<file path="src/rtl/mcpm_pkg.sv">
// Package for the command token pattern matcher: payload structs, result codes
// and the fixed table of seventeen left/right pattern pairs.
// No dependencies.
package mcpm_pkg;

	localparam int PATTERN_COUNT = 17;
	localparam int LEFT_MAX      = 4;

	typedef struct packed {
		logic [7:0] char_in;
		logic       last_char;
	} cmd_t;

	typedef struct packed {
		logic       found;
		logic [4:0] pattern_index;
		logic [2:0] handler_class;
		logic [2:0] arg_code;
		logic [7:0] end_offset;
		logic       overflow;
	} res_t;

	typedef enum logic [2:0] {
		HC_COMMA   = 3'd0,
		HC_STOP    = 3'd1,
		HC_CASE    = 3'd2,
		HC_CARRY   = 3'd3,
		HC_GLUE    = 3'd4,
		HC_ATTACH  = 3'd5,
		HC_RESTART = 3'd6
	} hclass_t;

	typedef enum logic [2:0] {
		ARG_ATTACH_LEFT  = 3'd0,
		ARG_CAP_WORD     = 3'd1,
		ARG_LOWER_CHAR   = 3'd2,
		ARG_UPPER_WORD   = 3'd3,
		ARG_ATTACH_RIGHT = 3'd4,
		ARG_BOTH         = 3'd5,
		ARG_CHAR         = 3'd6
	} argc_t;

	// Kind of right string that closes a pattern.
	typedef enum logic [1:0] {
		RIGHT_NONE        = 2'd0,
		RIGHT_BRACE       = 2'd1,
		RIGHT_CARET_BRACE = 2'd2
	} rkind_t;

	typedef struct packed {
		logic [0:LEFT_MAX-1][7:0] left;
		logic [2:0]               left_len;
		rkind_t                   rkind;
		hclass_t                  cls;
		argc_t                    arg;
	} pat_t;

	localparam logic [7:0] CH_CARET  = 8'h5E;
	localparam logic [7:0] CH_RBRACE = 8'h7D;

	// Priority order: lowest index wins.
	localparam pat_t PATTERNS [PATTERN_COUNT] = '{
		'{left: {"{,}", 8'h00}, left_len: 3'd3, rkind: RIGHT_NONE,
			cls: HC_COMMA, arg: ARG_ATTACH_LEFT},
		'{left: {"{:}", 8'h00}, left_len: 3'd3, rkind: RIGHT_NONE,
			cls: HC_COMMA, arg: ARG_ATTACH_LEFT},
		'{left: {"{;}", 8'h00}, left_len: 3'd3, rkind: RIGHT_NONE,
			cls: HC_COMMA, arg: ARG_ATTACH_LEFT},
		'{left: {"{.}", 8'h00}, left_len: 3'd3, rkind: RIGHT_NONE,
			cls: HC_STOP, arg: ARG_ATTACH_LEFT},
		'{left: {"{!}", 8'h00}, left_len: 3'd3, rkind: RIGHT_NONE,
			cls: HC_STOP, arg: ARG_ATTACH_LEFT},
		'{left: {"{?}", 8'h00}, left_len: 3'd3, rkind: RIGHT_NONE,
			cls: HC_STOP, arg: ARG_ATTACH_LEFT},
		'{left: "{-|}", left_len: 3'd4, rkind: RIGHT_NONE,
			cls: HC_CASE, arg: ARG_CAP_WORD},
		'{left: {"{>}", 8'h00}, left_len: 3'd3, rkind: RIGHT_NONE,
			cls: HC_CASE, arg: ARG_LOWER_CHAR},
		'{left: {"{<}", 8'h00}, left_len: 3'd3, rkind: RIGHT_NONE,
			cls: HC_CASE, arg: ARG_UPPER_WORD},
		'{left: "{^~|", left_len: 3'd4, rkind: RIGHT_BRACE,
			cls: HC_CARRY, arg: ARG_UPPER_WORD},
		'{left: {"{~|", 8'h00}, left_len: 3'd3, rkind: RIGHT_BRACE,
			cls: HC_CARRY, arg: ARG_UPPER_WORD},
		'{left: {"{&", 16'h0000}, left_len: 3'd2, rkind: RIGHT_BRACE,
			cls: HC_GLUE, arg: ARG_ATTACH_LEFT},
		'{left: {"{^}", 8'h00}, left_len: 3'd3, rkind: RIGHT_NONE,
			cls: HC_ATTACH, arg: ARG_ATTACH_RIGHT},
		'{left: {"{^", 16'h0000}, left_len: 3'd2, rkind: RIGHT_CARET_BRACE,
			cls: HC_ATTACH, arg: ARG_BOTH},
		'{left: {"{^", 16'h0000}, left_len: 3'd2, rkind: RIGHT_BRACE,
			cls: HC_ATTACH, arg: ARG_ATTACH_LEFT},
		'{left: {"{}", 16'h0000}, left_len: 3'd2, rkind: RIGHT_NONE,
			cls: HC_RESTART, arg: ARG_CHAR},
		'{left: {"{", 24'h000000}, left_len: 3'd1, rkind: RIGHT_CARET_BRACE,
			cls: HC_ATTACH, arg: ARG_ATTACH_RIGHT}
	};

endpackage

</file>
<file path="src/rtl/meta_command_pattern_matcher_unit.sv">
// Command token pattern matcher, top level.
// Depends on mcpm_pkg for payload structs and the pattern table.

// A token arrives one byte per request on the cmd channel, the final byte
// flagged by last_char. Each byte is captured in an input register, then one
// stage of parallel comparators updates a left-prefix flag, a right-string
// flag and a right-string offset for each of the seventeen patterns. On the
// final byte a priority encoder picks the lowest-numbered matching pattern and
// the result is loaded from the input register's byte into the output
// register; the per-token state then returns to its reset values, so the next
// token may follow directly. Bytes are taken back to back at one per cycle;
// the flow stalls only while a finished result sits unread in the output
// register and another final byte wants it. Tokens longer than MAX_LEN bytes
// report overflow with no match, and offsets above 255 read as 255.
module meta_command_pattern_matcher_unit
	import mcpm_pkg::*;
#(
	parameter int MAX_LEN = 256
) (
	input  logic clk,
	input  logic arst_n,
	input  logic cmd_valid,
	output logic cmd_ready,
	input  cmd_t cmd,
	output logic res_valid,
	input  logic res_ready,
	output res_t res
);

	// Position counts up to MAX_LEN + 1 and then holds.
	localparam int PW = $clog2(MAX_LEN + 2);
	localparam logic [PW-1:0] POS_MAX = PW'(MAX_LEN);

	// Input register
	logic       s1_valid;
	cmd_t       cmd_s1;
	logic       s1_fire;

	// Per-token state
	logic [PW-1:0]            position_q;
	logic [7:0]               prev_char_q;
	logic [PATTERN_COUNT-1:0] left_ok_q;
	logic [PATTERN_COUNT-1:0] right_seen_q;
	logic [7:0]               right_off_q [PATTERN_COUNT];

	// Next-state values
	logic [PW-1:0]            position_d;
	logic [PATTERN_COUNT-1:0] left_ok_d;
	logic [PATTERN_COUNT-1:0] right_seen_d;
	logic [7:0]               right_off_d [PATTERN_COUNT];

	logic [PW+7:0]            pos_ext;
	logic [PW+7:0]            pos_m1_ext;
	logic [7:0]               pos_sat;
	logic [7:0]               pos_m1_sat;
	logic [PATTERN_COUNT-1:0] hit;
	logic                     over;
	res_t                     res_d;

	res_t res_q;
	logic res_valid_q;

	// Hold the input register while a final byte waits for the output register.
	assign s1_fire   = s1_valid && (!cmd_s1.last_char || !res_valid_q || res_ready);
	assign cmd_ready = !s1_valid || s1_fire;

	always_ff @(posedge clk or negedge arst_n) begin
		if (!arst_n) begin
			s1_valid <= 1'b0;
		end else if (cmd_ready) begin
			s1_valid <= cmd_valid;
		end
	end

	always_ff @(posedge clk) begin
		if (cmd_valid && cmd_ready) begin
			cmd_s1 <= cmd;
		end
	end

	// Saturated copies of the current offset and the one before it.
	assign pos_ext    = (PW+8)'(position_q);
	assign pos_m1_ext = pos_ext - (PW+8)'(1);
	assign pos_sat    = (pos_ext > (PW+8)'(255)) ? 8'hFF : pos_ext[7:0];
	assign pos_m1_sat = (pos_m1_ext > (PW+8)'(255)) ? 8'hFF : pos_m1_ext[7:0];

	assign position_d = (position_q <= POS_MAX) ? position_q + PW'(1) : position_q;
	assign over       = position_d > POS_MAX;

	// Update each pattern's flags from the current byte.
	always_comb begin
		for (int i = 0; i < PATTERN_COUNT; i++) begin
			left_ok_d[i]    = left_ok_q[i];
			right_seen_d[i] = right_seen_q[i];
			right_off_d[i]  = right_off_q[i];
			if (position_q < PW'(PATTERNS[i].left_len)) begin
				if (PATTERNS[i].left[position_q[1:0]] != cmd_s1.char_in) begin
					left_ok_d[i] = 1'b0;
				end
			end else if (left_ok_q[i] && !right_seen_q[i]) begin
				if (PATTERNS[i].rkind == RIGHT_BRACE && cmd_s1.char_in == CH_RBRACE) begin
					right_seen_d[i] = 1'b1;
					right_off_d[i]  = pos_sat;
				end else if (PATTERNS[i].rkind == RIGHT_CARET_BRACE
						&& position_q >= PW'(PATTERNS[i].left_len) + PW'(1)
						&& prev_char_q == CH_CARET && cmd_s1.char_in == CH_RBRACE) begin
					right_seen_d[i] = 1'b1;
					right_off_d[i]  = pos_m1_sat;
				end
			end
		end
	end

	// Match vector and priority pick; the lowest index wins.
	always_comb begin
		for (int i = 0; i < PATTERN_COUNT; i++) begin
			hit[i] = left_ok_d[i] && (position_d >= PW'(PATTERNS[i].left_len))
				&& (PATTERNS[i].rkind == RIGHT_NONE || right_seen_d[i]);
		end
		res_d          = '0;
		res_d.overflow = over;
		if (!over) begin
			for (int i = PATTERN_COUNT - 1; i >= 0; i--) begin
				if (hit[i]) begin
					res_d.found         = 1'b1;
					res_d.pattern_index = 5'(i);
					res_d.handler_class = PATTERNS[i].cls;
					res_d.arg_code      = PATTERNS[i].arg;
					res_d.end_offset    = (PATTERNS[i].rkind == RIGHT_NONE)
						? 8'(PATTERNS[i].left_len) : right_off_d[i];
				end
			end
		end
	end

	// Advance the token state; drop it back to reset after the final byte.
	always_ff @(posedge clk or negedge arst_n) begin
		if (!arst_n) begin
			position_q   <= '0;
			prev_char_q  <= '0;
			left_ok_q    <= '1;
			right_seen_q <= '0;
		end else if (s1_fire) begin
			if (cmd_s1.last_char) begin
				position_q   <= '0;
				prev_char_q  <= '0;
				left_ok_q    <= '1;
				right_seen_q <= '0;
			end else begin
				position_q   <= position_d;
				prev_char_q  <= cmd_s1.char_in;
				left_ok_q    <= left_ok_d;
				right_seen_q <= right_seen_d;
			end
		end
	end

	// Offsets are read only behind their right_seen bit.
	always_ff @(posedge clk) begin
		if (s1_fire) begin
			for (int i = 0; i < PATTERN_COUNT; i++) begin
				right_off_q[i] <= right_off_d[i];
			end
		end
	end

	// Output register
	always_ff @(posedge clk or negedge arst_n) begin
		if (!arst_n) begin
			res_valid_q <= 1'b0;
		end else if (s1_fire && cmd_s1.last_char) begin
			res_valid_q <= 1'b1;
		end else if (res_ready) begin
			res_valid_q <= 1'b0;
		end
	end

	always_ff @(posedge clk) begin
		if (s1_fire && cmd_s1.last_char) begin
			res_q <= res_d;
		end
	end

	assign res_valid = res_valid_q;
	assign res       = res_q;

endmodule
</file>
<file path="config.mk">
export PLATFORM = sky130hd
export DESIGN_NAME = meta_command_pattern_matcher_unit
export DESIGN_NICKNAME = d
export VERILOG_FILES = /design/src/rtl/mcpm_pkg.sv /design/src/rtl/meta_command_pattern_matcher_unit.sv
export SDC_FILE = /design/constraint.sdc
export NUM_CORES = 1
export LEC_CHECK = 0
export ABC_AREA = 1
export BUFFER_PORTS_ARGS = -buffer_cell sky130_fd_sc_hd__buf_2
export CAP_MARGIN = 20
export CELL_PAD_IN_SITES_DETAIL_PLACEMENT = 0
export CELL_PAD_IN_SITES_GLOBAL_PLACEMENT = 1
export CORE_ASPECT_RATIO = 1.1
export CORE_MARGIN = 2
export CORE_UTILIZATION = 30
export DETAILED_ROUTE_END_ITERATION = 16
export HOLD_SLACK_MARGIN = 0.06
export PLACE_DENSITY = 0.59
export SLEW_MARGIN = 10
export SYNTH_ARGS = -nofsm -noshare
export SYNTH_HDL_FRONTEND = slang
export SYNTH_SLANG_ARGS = --single-unit
</file>
<file path="constraint.sdc">
create_clock -name clk -period 8.1 [get_ports clk]
set_input_delay 1.62 -clock clk [delete_from_list [all_inputs] [get_ports clk]]
set_output_delay 1.62 -clock clk [all_outputs]
set_load 0.02 [all_outputs]
</file>
======== Word level (Yosys, flattened, before mapping) ========
Memory sizes are Yosys's and may differ from the RTL's.
Index checks and enable logic that the tools add are counted.
Widths: inputs -> output; s select.
operators by class
  $add $sub $neg .......................... 2
  multipliers ............................. 0
  divide/modulo/power cells ............... 0
  order comparisons ....................... 15
  eq/ne operators ......................... 19
  shifts and indexed selects .............. 0
  multiplexer cells ....................... 179
  bitwise gates (word level) .............. 1
  reduce and logical (&&, ||, !) cells .... 72
operators by type and width
  cell                  number
  $mux 8                64
  $mux 20               17
  $bmux 8 s2            16
  $ne 8x8->1            16
  $reduce_or 8->1       12
  $mux 1                67
  $mux 5                11
  $ge 9x2->1 const B    4
  $logic_and 1x1->1     36
  $mux 17               2
  $lt 9x2->1 const B    2
  $mux 9                2
  $gt 17x8->1 const B   1
  $reduce_or 17->1      1
  $eq 8x7->1 const B    2
  $reduce_or 13->1      1
  $reduce_or 12->1      1
  $reduce_or 10->1      1
  $sub 9x1->10 const B  1
  $add 9x1->9 const B   1
  $ge 9x1->1 const B    1
  $ge 9x3->1 const B    1
  $gt 9x8->1 const B    1
  $gt 9x9->1 const B    1
  16 further kinds      26
word-level totals
  bits in registers ....................... 72
  bits in latches ......................... 0
  memory bits (writable) .................. 136
  bits in read-only memories .............. 0
  input bits .............................. 13
  word-level logic and storage cells ...... 313
  memories kept ........................... 1
memories
  memory       words  width  read ports  clocked after Yosys merged registers in  wr ports  line                                     text
  right_off_q  17     8      6           0                                        6         meta_command_pattern_matcher_unit.sv:44  logic [7:0] right_off_q [PATTERN_COUNT];

======== Longest topological paths before layout ========
Gate-level depths: netlist of run 1.
  depth in word-level cells ............... 26
  depth in mapped cells ................... 27
  mapped depth without buffers ............ 25

======== Worst setup path before layout of run 1 ========
No wires, ideal clock.
  path type ............................... in2reg
  start ................................... input port res_ready
  end ..................................... memory right_off_q[10][0], enable pin
  setup time .............................. 0.431 ns
  data arrival time ....................... 3.553 ns
  setup slack ............................. 4.116 ns
  stages .................................. 5
  cell sequence ........................... nor2_1 nand2_1 nand2_1 clkinv_1 clkbuf_1
RTL lines
  what                line                                     text
  start: declaration  meta_command_pattern_matcher_unit.sv:26  input logic res_ready,
  end: declaration    meta_command_pattern_matcher_unit.sv:44

======== Worst setup path in the final report of run 1 ========
  start ................................... register position_q[1]
  end ..................................... register res_q (netlist bit res[13]), data pin
on the way
  longest elaborated chain between the ends .. 18
  elaborated cells between the ends (all ways) .. 145
  those cells by class .................... add/sub (1); order compare (9); eq/ne (15); mux (95); bitwise (1); reduce/logical (24)
ends and longest elaborated chain
  what                                                                  line                                      text
  start: declaration                                                    meta_command_pattern_matcher_unit.sv:40   logic [PW-1:0] position_q;
  start signal: assignment                                              meta_command_pattern_matcher_unit.sv:150  position_q <= position_d;
  parallel branches: the longest is 18 deep, another holds $add 9x1->9  --
  end signal: assignment                                                meta_command_pattern_matcher_unit.sv:180  res_q <= res_d;
  end: declaration                                                      meta_command_pattern_matcher_unit.sv:60   res_t res_q;
Several ways; the timed one is not identified. The select of a mux whose other input is x is not followed.
A chain may end at the register's enable or synchronous reset.

==> results of run 1 <==
[per-layer routing]
layer  part of all wire, %  routed length [um]  GRT usage, %
met5                     0                   0             0
met3                   2.7                 577          2.45
met2                    49               10700          30.2
met4                   1.5                 325          5.00
met1                    47               10100          24.9
[placed cells by master, fill, tap and decap left out, drive strengths merged, types with 2 or more instances in the layout]
cell type  netlist  final
nand2          253    253
inv            119    127
edfxtp          78     78
nor2            75     75
o21ai           73     73
nand3           47     47
a21oi           43     43
buf             12     37
dfrtp           25     25
clkbuf          10     17
dfstp           17     17
nand4           14     14
xor2            13     13
o22ai           13     13
nor3            12     12
mux2            10     10
xnor2            9      9
a21boi           9      9
a31oi            6      6
ha               6      6
o21a             5      5
a22o             4      4
o211ai           4      4
bufinv           0      3
or2              3      3
clkinv           1      3
o31ai            2      2
nor4             2      2
o2111ai          2      2
clkinvlp         0      2
[where the power goes]
| part | internal [mW] | switching, mW |
|---|---|---|
| registers | 0.792 | 0.0544 |
| clock network | 0.491 | 0.310 |
| logic | 0.237 | 0.575 |
| total | 1.52 | 0.940 |
[cells by family (layout without fill, tap and decap cells)]
logic type	after synthesis	after routing
muxes	10	10
buffers and inverters	142	189
and+or+nand+nor	409	409
adders and majority gates	6	6
AOI/OAI and AO/OA	166	166
xor gates and xnor gates	22	22
DFF	120	120
[registers in the layout, summed over array words and instances (netlist names)]
name / cells
cmd_s1: 9
res: 21
right_seen_q: 6
prev_char_q: 8
left_ok_q: 17
s1_valid: 1
res_valid: 1
right_off_q: 48
position_q: 9
[worst reg2reg max path, cell delays in order, from the launching register on]
cell	delay (ps)
dfrtp_1	630
ha_1	610
nand2_1	110
inv_1	80
nand4_1	90
nor2_1	110
ha_1	120
inv_1	40
nor2_2	190
nand3_1	150
nor2_4	190
nand2_2	100
nand3_1	520
nand2_1	270
inv_1	250
o211ai_1	160
o21ai_0	270
inv_1	70
[worst min-delay path by stage]
stage                               start                          to  slack (ps)  cells past startpoint
5_1_grt          left_ok_q[4]$_DFFE_PN1P_    left_ok_q[4]$_DFFE_PN1P_         510                      2
4_1_cts        prev_char_q[2]$_DFFE_PN0P_  prev_char_q[2]$_DFFE_PN0P_         490                      2
3_3_place_gp     left_ok_q[4]$_DFFE_PN1P_    left_ok_q[4]$_DFFE_PN1P_         460                      2
6_report       prev_char_q[2]$_DFFE_PN0P_  prev_char_q[2]$_DFFE_PN0P_         480                      2
2_1_floorplan    left_ok_q[4]$_DFFE_PN1P_    left_ok_q[4]$_DFFE_PN1P_         450                      2
3_5_place_dp   prev_char_q[2]$_DFFE_PN0P_  prev_char_q[2]$_DFFE_PN0P_         470                      2
[final cells by class]
| type | count | area share (%) |
|---|---|---|
| Clock buffer | 17 | 5.18 |
| Multi-Input combinational cell | 613 | 38.4 |
| Inverter | 120 | 5.55 |
| Clock inverter | 15 | 2.30 |
| Tap cell | 305 | 4.65 |
| Sequential cell | 120 | 41.6 |
| Timing Repair Buffer | 37 | 2.32 |
==> reports/metrics.yaml, run 1 <==
critPathBufInv: 4
die_h_um: 166
h-tree-depth: 4
min_period_ps: 4230
min_period_over_period_pct: 52.2
p_leak_nw: 3.85
hold_ws_ps: 483
die_w_um: 151
critical_path_depth: 17
cts-root-buf: "clkbuf_16"
io_pins: 36
multi_input_area_sq_um: 3150
crit_path_start: "position_q[1]$_DFFE_PN0P_"
layout.cells.non_filler: 1227
synthAdderAreaFrac_pct: 1.05
path_max_fanout: 17
ys.flop_type: "edfxtp_1"
cp.required_ps: 8260
setup_ws_ps: 3870
floorplan.die_area_sq_um: 25000
grt_pass1_vias: 5990
drt_iter0_drc: 381
startpoint_type: "register"
final_layout_size_suffix_gt1_share_pct: 15.8
yosysWarnings: 0
synth_mux_area_share_pct: 1.58
grt_pass1_wl_um: 34700
skew_ps: 8.68
fin_nets: 928
start_util_pct: 30.4
max_slew_margin_pct: 30.0
final_area_sq_um: 8210
synth_seq_area_share_pct: 47.9
syn_area_sq_um: 7130
timing.rr.start: "position_q[1]$_DFFE_PN0P_"
post_cts_buffers: 0
fmax_mhz: 237
cts_tree: "yes"
rsz0062_at_grt: "false"
grtUsageTotal_pct: 18.2
num_vias: 6011
clock_latency_ps: 420
cpMaxStageDelayCell: "dfrtp_1"
finalWirelength_um: 21700
synth_cells: 875
synth_top_family_by_area: "simple AND/OR/NAND/NOR gates"
fillCellCount: 2507
hold_path.class: "register to register"
cp_common_cell: "inv_1"
status: "complete, no violations"
clk_path_buf_depth: 2
core_sq_um: 23500
cp-end-kind: "register"
syn_nets: 894
setup_viol: 0
p_per_area_nw_per_um2: 300
synthArstFlopShare_pct: 35.0
register_area_sq_um: 3410
max-vdd-ir-drop_mv: 0.146
setup.worst_path.end: "res[13]$_SDFFCE_PP0P_"
wl_per_cell_um: 17.7
reg2reg_depth: 17
cts_hold_buf: 0
areaGrowthSynthToFinish_pct: 15.1
max_stage_delay_ps: 630
avgSynthCellArea_sq_um: 8.15
row_count: 59
grt_max_degree: 84
ys_types: 57
hpwl_um: 16200
antenna_left: 0
slew_violations: 0
tightestPinTransition_ps: 1050
via_per_inst: 4.90
maxCapViolations: 0
cts-resized-gates: 0
worstSetupPathType: "register to register"
clk_pin_slew_worst_paths_ps: 60
worst_r2r_endpoint: "res[13]$_SDFFCE_PP0P_"
synth_compound_area_share_pct: 13.7
synth_commonest_cells: "243 x nand2_1, 106 x inv_1, 78 x edfxtp_1, 65 x o21ai_0, 60 x nor2_1"
overflow: 0
io_buffers: 35
hold_viol: 0
final_util_pct: 35.0
placed_cell_area_sq_um: 7590
r2r_setup_slack_ps: 3870
antenna_found_initial: 0
clock_sinks: 120
synth.area.top_cells: "edfxtp_1 33%, nand2_1 13%, dfrtp_1 8.8%"
place.gp.congestion: 0.861
drcViolationCount: 0
pre_cts_slack_ps: 3790
setup_tns_ps: 0
synth_edf_count: 78
cp.arrival_ps: 4390
synth_xor_area_share_pct: 2.70
finalPower_mw: 2.46
cpLargestDelayFamily: "simple AND/OR/NAND/NOR gates"
cts_inserted_buffers: 17
synth-seq-cells: 120
synth.top_cell.area_share_pct: 32.9
cp_cell_sequence: "ha_1, nand2_1, inv_1, nand4_1, nor2_1, ha_1, inv_1, nor2_2, nand3_1, nor2_4, nand2_2, nand3_1, nand2_1, inv_1, o211ai_1, o21ai_0, inv_1"
yosysMostFrequentCell: "nand2_1"
yosys.area_share.simple_pct: 25.2
dp.cells: 1195
diodes: 0
first_pass_iters: 5
yosys.area.top_type: "edfxtp_1"
Power figures use the tool's default switching activity.
==> run 2, diff against run 1 <==
Clock period 8.1 ns to 4.2 ns, I/O delays scaled along.
==> run 2 against run 1 <==
Largest power group unchanged. Combinational power rose by 97%. Design area rose by 0.66%. Worst setup slack lost 3500 ps.
==> reports/metrics.yaml, run 2 (synthesis gave the netlist of run 1 again) <==
tightestPinTransition_ps: 1050
setup_viol: 0
setup_tns_ps: 0
clk_path_buf_depth: 2
grt_max_degree: 84
max-vdd-ir-drop_mv: 0.264
die_w_um: 151
io_buffers: 35
rsz0062_at_grt: "false"
hpwl_um: 16700
cp-end-kind: "register"
start_util_pct: 30.4
maxCapViolations: 0
overflow: 0
post_cts_buffers: 0
fin_nets: 941
use_met3_pct: 3.47
startpoint_type: "register"
hold_path.class: "register to register"
final_common_cell: "nand2_1"
path_max_fanout: 12
cp.required_ps: 4370
grtUsageTotal_pct: 18.5
skew_ps: 13.0
finalWirelength_um: 21800
largest_reg_flops: 48
cts_inserted_buffers: 17
drt_iter0_drc: 476
cp.arrival_ps: 3950
grtUsageMet2_pct: 31.0
clock_latency_ps: 420
io_pins: 36
cts_tree: "yes"
floorplan.die_area_sq_um: 25000
h-tree-depth: 4
grt_use_met1_pct: 24.3
via_per_inst: 4.85
wl_per_cell_um: 17.6
die_h_um: 166
grt_pass1_wl_um: 34800
final_util_pct: 35.2
fmax_mhz: 265
regMostFlops: "right_off_q"
first_pass_iters: 5
clk_pin_slew_worst_paths_ps: 70
cts-root-buf: "clkbuf_16"
worstSetupPathType: "register to register"
cts_hold_buf: 0
antenna_left: 0
row_count: 59
min_period_over_period_pct: 90.0
cts-resized-gates: 0
hold_viol: 0
max_slew_margin_pct: 30.2
num_vias: 6017
gr-max-usage-layer: "met2"
drcViolationCount: 0
final_layout_size_suffix_gt1_share_pct: 16.9
status: "complete, no violations"
antenna_found_initial: 0
clock_sinks: 120
core_sq_um: 23500
grt_pass1_vias: 6114
areaGrowthSynthToFinish_pct: 15.9
diodes: 0
mostFrequentLayoutCells: "243 x nand2_1, 106 x inv_1, 78 x edfxtp_1"
place.gp.congestion: 0.915
p_leak_nw: 3.90
p_per_area_nw_per_um2: 563
slew_violations: 0
min_period_ps: 3780
run 2: changes by cell type in the layout (fill, tap and decap cells not counted):
cell | previous run | this run
buf_4 | 2 | 15
clkinv_4 | 2 | 6
bufinv_16 | 3 | 1
inv_6 | 6 | 4
clkbuf_1 | 0 | 1
clkinvlp_2 | 1 | 0
run 2: final timing paths:
check                      depth (start not counted)                 startpoint  slack [ps]                         end
setup / recovery                                  17  position_q[1]$_DFFE_PN0P_         420       res[13]$_SDFFCE_PP0P_
hold / removal                                     2   left_ok_q[4]$_DFFE_PN1P_         480    left_ok_q[4]$_DFFE_PN1P_
setup reg to reg                                  17  position_q[1]$_DFFE_PN0P_         420       res[13]$_SDFFCE_PP0P_
hold reg to reg                                    2   left_ok_q[4]$_DFFE_PN1P_         480    left_ok_q[4]$_DFFE_PN1P_
max in group asynchronous                          2                     arst_n        2940   left_ok_q[11]$_DFFE_PN1P_
min in group asynchronous                          1                     arst_n         520  prev_char_q[3]$_DFFE_PN0P_
run 2: cell type report:
cell class                      instances  area [sq um]
Clock buffer                           18           429
Timing Repair Buffer                   50           288
Fill cell                            2539         15200
Sequential cell                       120          3410
Clock inverter                         14           141
Inverter                              120           455
Multi-Input combinational cell        613          3150
Tap cell                              305           382
run 2: power by group:
group          total (mW)  switching, mW  internal (mW)
combinational        1.60           1.11          0.484
sequential           1.62         0.0962           1.53
clock                1.43          0.600          0.829
total                4.65           1.81           2.84
run 2: metrics by stage:
stage / std cells / worst slack, ps / power (mW) / cell area, sq um / hold WS (ps)
floorplan: 875 / 996 / 2.78 / 7130 / 448
global placement: 1208 / 393 / 3.26 / 7690 / 458
detailed placement: 1208 / 426 / 3.25 / 7690 / 466
CTS: 1240 / 414 / 4.69 / 8260 / 479
global route: 1240 / 82.5 / 4.96 / 8260 / 510
finish: 1240 / 421 / 4.65 / 8260 / 477
run 2: layer usage:
layer | up-vias | wire length, um
met5 | - | 0
met4 | 0 | 368
met3 | 22 | 609
met2 | 115 | 10900
met1 | 2866 | 9890
li1 | 3014 | -
run 2: worst max-delay path, cell delays in order (launching register included):
cell	delay, ps
dfrtp_1	520
inv_1	310
ha_1	350
nand2_1	170
o21ai_4	300
nand2_1	80
nand2_1	110
nand2_1	70
nor2_2	170
inv_1	70
nor2_2	110
o211ai_1	160
nand2_2	220
nand2_1	170
inv_1	210
o211ai_1	170
o21ai_0	250
inv_1	70
==> run 3, diff against run 2 <==
Clock period 4.2 ns to 3.54 ns, I/O delays scaled along.
==> run 3 against run 2 <==
Cell count increased by 2.2%. Hold slack got worse by 83 ps. Global-route usage rose by 0.13 points. Count of clock-buffer cells in the layout down 1. Utilization up 1.3 points. Via count up 2.5%. Clock skew grew 1.4 ps. Highest routed layer unchanged. Critical path type unchanged. Die area did not move. Sequential cell count did not move. Maximum frequency up 14%. Critical path depth did not move. Worst setup slack worse by 210 ps.
==> reports/metrics.yaml, run 3 (synthesis gave the netlist of run 1 again) <==
first_pass_iters: 5
final_util_pct: 36.5
slew_violations: 0
drt_iter0_drc: 318
worstSetupPathType: "register to register"
min_period_over_period_pct: 94.0
regMostFlops: "right_off_q"
mostFrequentLayoutCells: "241 x nand2_1, 106 x inv_1, 78 x edfxtp_1"
areaGrowthSynthToFinish_pct: 20.3
grt_max_degree: 84
clk_pin_slew_worst_paths_ps: 60
skew_ps: 14.4
overflow: 0
row_count: 59
r2r_setup_slack_ps: 210
cp.arrival_ps: 3500
hold_ws_ps: 394
cp-end-kind: "register"
drcViolationCount: 0
crit_path_start: "position_q[1]$_DFFE_PN0P_"
status: "complete, no violations"
antenna_left: 0
cp_common_cell: "nand2_1"
clock_latency_ps: 420
cts-root-buf: "clkbuf_16"
max-vdd-ir-drop_mv: 0.318
io_buffers: 35
grt_pass1_vias: 6212
diodes: 0
layout.cells.non_filler: 1267
maxCapViolations: 0
critical_path_depth: 17
p_per_area_nw_per_um2: 683
hold_viol: 0
cts_inserted_buffers: 17
cpLargestDelayFamily: "simple AND/OR/NAND/NOR gates"
critPathBufInv: 4
startpoint_type: "register"
core_sq_um: 23500
clk_path_buf_depth: 2
max_stage_delay_ps: 500
die_h_um: 166
dp.cells: 1236
post_cts_buffers: 0
h-tree-depth: 4
setup_tns_ps: 0
max_slew_margin_pct: 44.5
final_area_sq_um: 8570
timing.rr.start: "position_q[1]$_DFFE_PN0P_"
hpwl_um: 16500
worst_r2r_endpoint: "res[3]$_SDFFCE_PP0P_"
final_layout_size_suffix_gt1_share_pct: 19.9
grt_pass1_wl_um: 35100
cp.required_ps: 3710
num_vias: 6168
fin_nets: 969
finalPower_mw: 5.85
io_pins: 36
setup_viol: 0
reg2reg_depth: 17
pre_cts_slack_ps: 190
grtUsageTotal_pct: 18.6
place.gp.congestion: 0.882
via_per_inst: 4.87
cts_tree: "yes"
cp_cell_sequence: "inv_1, buf_4, ha_1, xnor2_1, nand2_1, inv_1, nand3_1, a21boi_0, nand2_2, nor3b_4, buf_4, a21oi_1, nand2_1, o21ai_1, nand2_1, nand2_1, a21oi_1"
die_w_um: 151
start_util_pct: 30.4
placed_cell_area_sq_um: 7910
fmax_mhz: 301
largest_reg_flops: 48
floorplan.die_area_sq_um: 25000
finalWirelength_um: 22000
setup.worst_path.end: "res[3]$_SDFFCE_PP0P_"
min_period_ps: 3330
setup_ws_ps: 214
clock_sinks: 120
wl_per_cell_um: 17.4
path_max_fanout: 7
antenna_found_initial: 0
final_common_cell: "nand2_1"
p_leak_nw: 4.07
tightestPinTransition_ps: 832
cpMaxStageDelayCell: "dfrtp_1"
hold_path.class: "primary input to async pin"
[run 3: power by group]
part / switching (mW) / internal, mW / total [mW]
Sequential: 0.109 / 1.81 / 1.92
Combinational: 1.37 / 0.683 / 2.06
Clock: 0.695 / 1.18 / 1.88
[run 3: worst min-delay path by stage]
| stage | from | to | depth (start not counted) |
|---|---|---|---|
| after detailed placement | prev_char_q[1]$_DFFE_PN0P_ | prev_char_q[1]$_DFFE_PN0P_ | 2 |
| after global placement | left_ok_q[4]$_DFFE_PN1P_ | left_ok_q[4]$_DFFE_PN1P_ | 2 |
| final | arst_n | s1_valid$_DFFE_PN0N_ | 1 |
| after floorplan | arst_n | position_q[0]$_DFFE_PN0P_ | 0 |
| after global routing | cmd[4] | cmd_s1[4]$_DFFE_PP_ | 1 |
| after CTS | arst_n | res_valid$_DFFE_PN0P_ | 1 |
[run 3: layout make-up]
class	count	area (sq um)
clock buffer	17	425
clock inverter	14	196
fill	2513	14900
inverter	120	455
multi-input combinational	613	3190
sequential	120	3410
tap	305	382
timing repair buffer	78	510
[run 3: metal layers]
| metal | track usage [%] | wire length (um) | vias up |
|---|---|---|---|
| met3 | 3.09 | 561 | 23 |
| met5 | 0 | 0 | - |
| met4 | 5.65 | 377 | 0 |
| met2 | 31.0 | 10900 | 120 |
| met1 | 24.7 | 10100 | 2964 |
| li1 | - | - | 3061 |
[run 3: what timing repair did]
item,CTS,global route
hold buffers,0,0
setup endpoints to repair,0,9
resized for setup,0,9
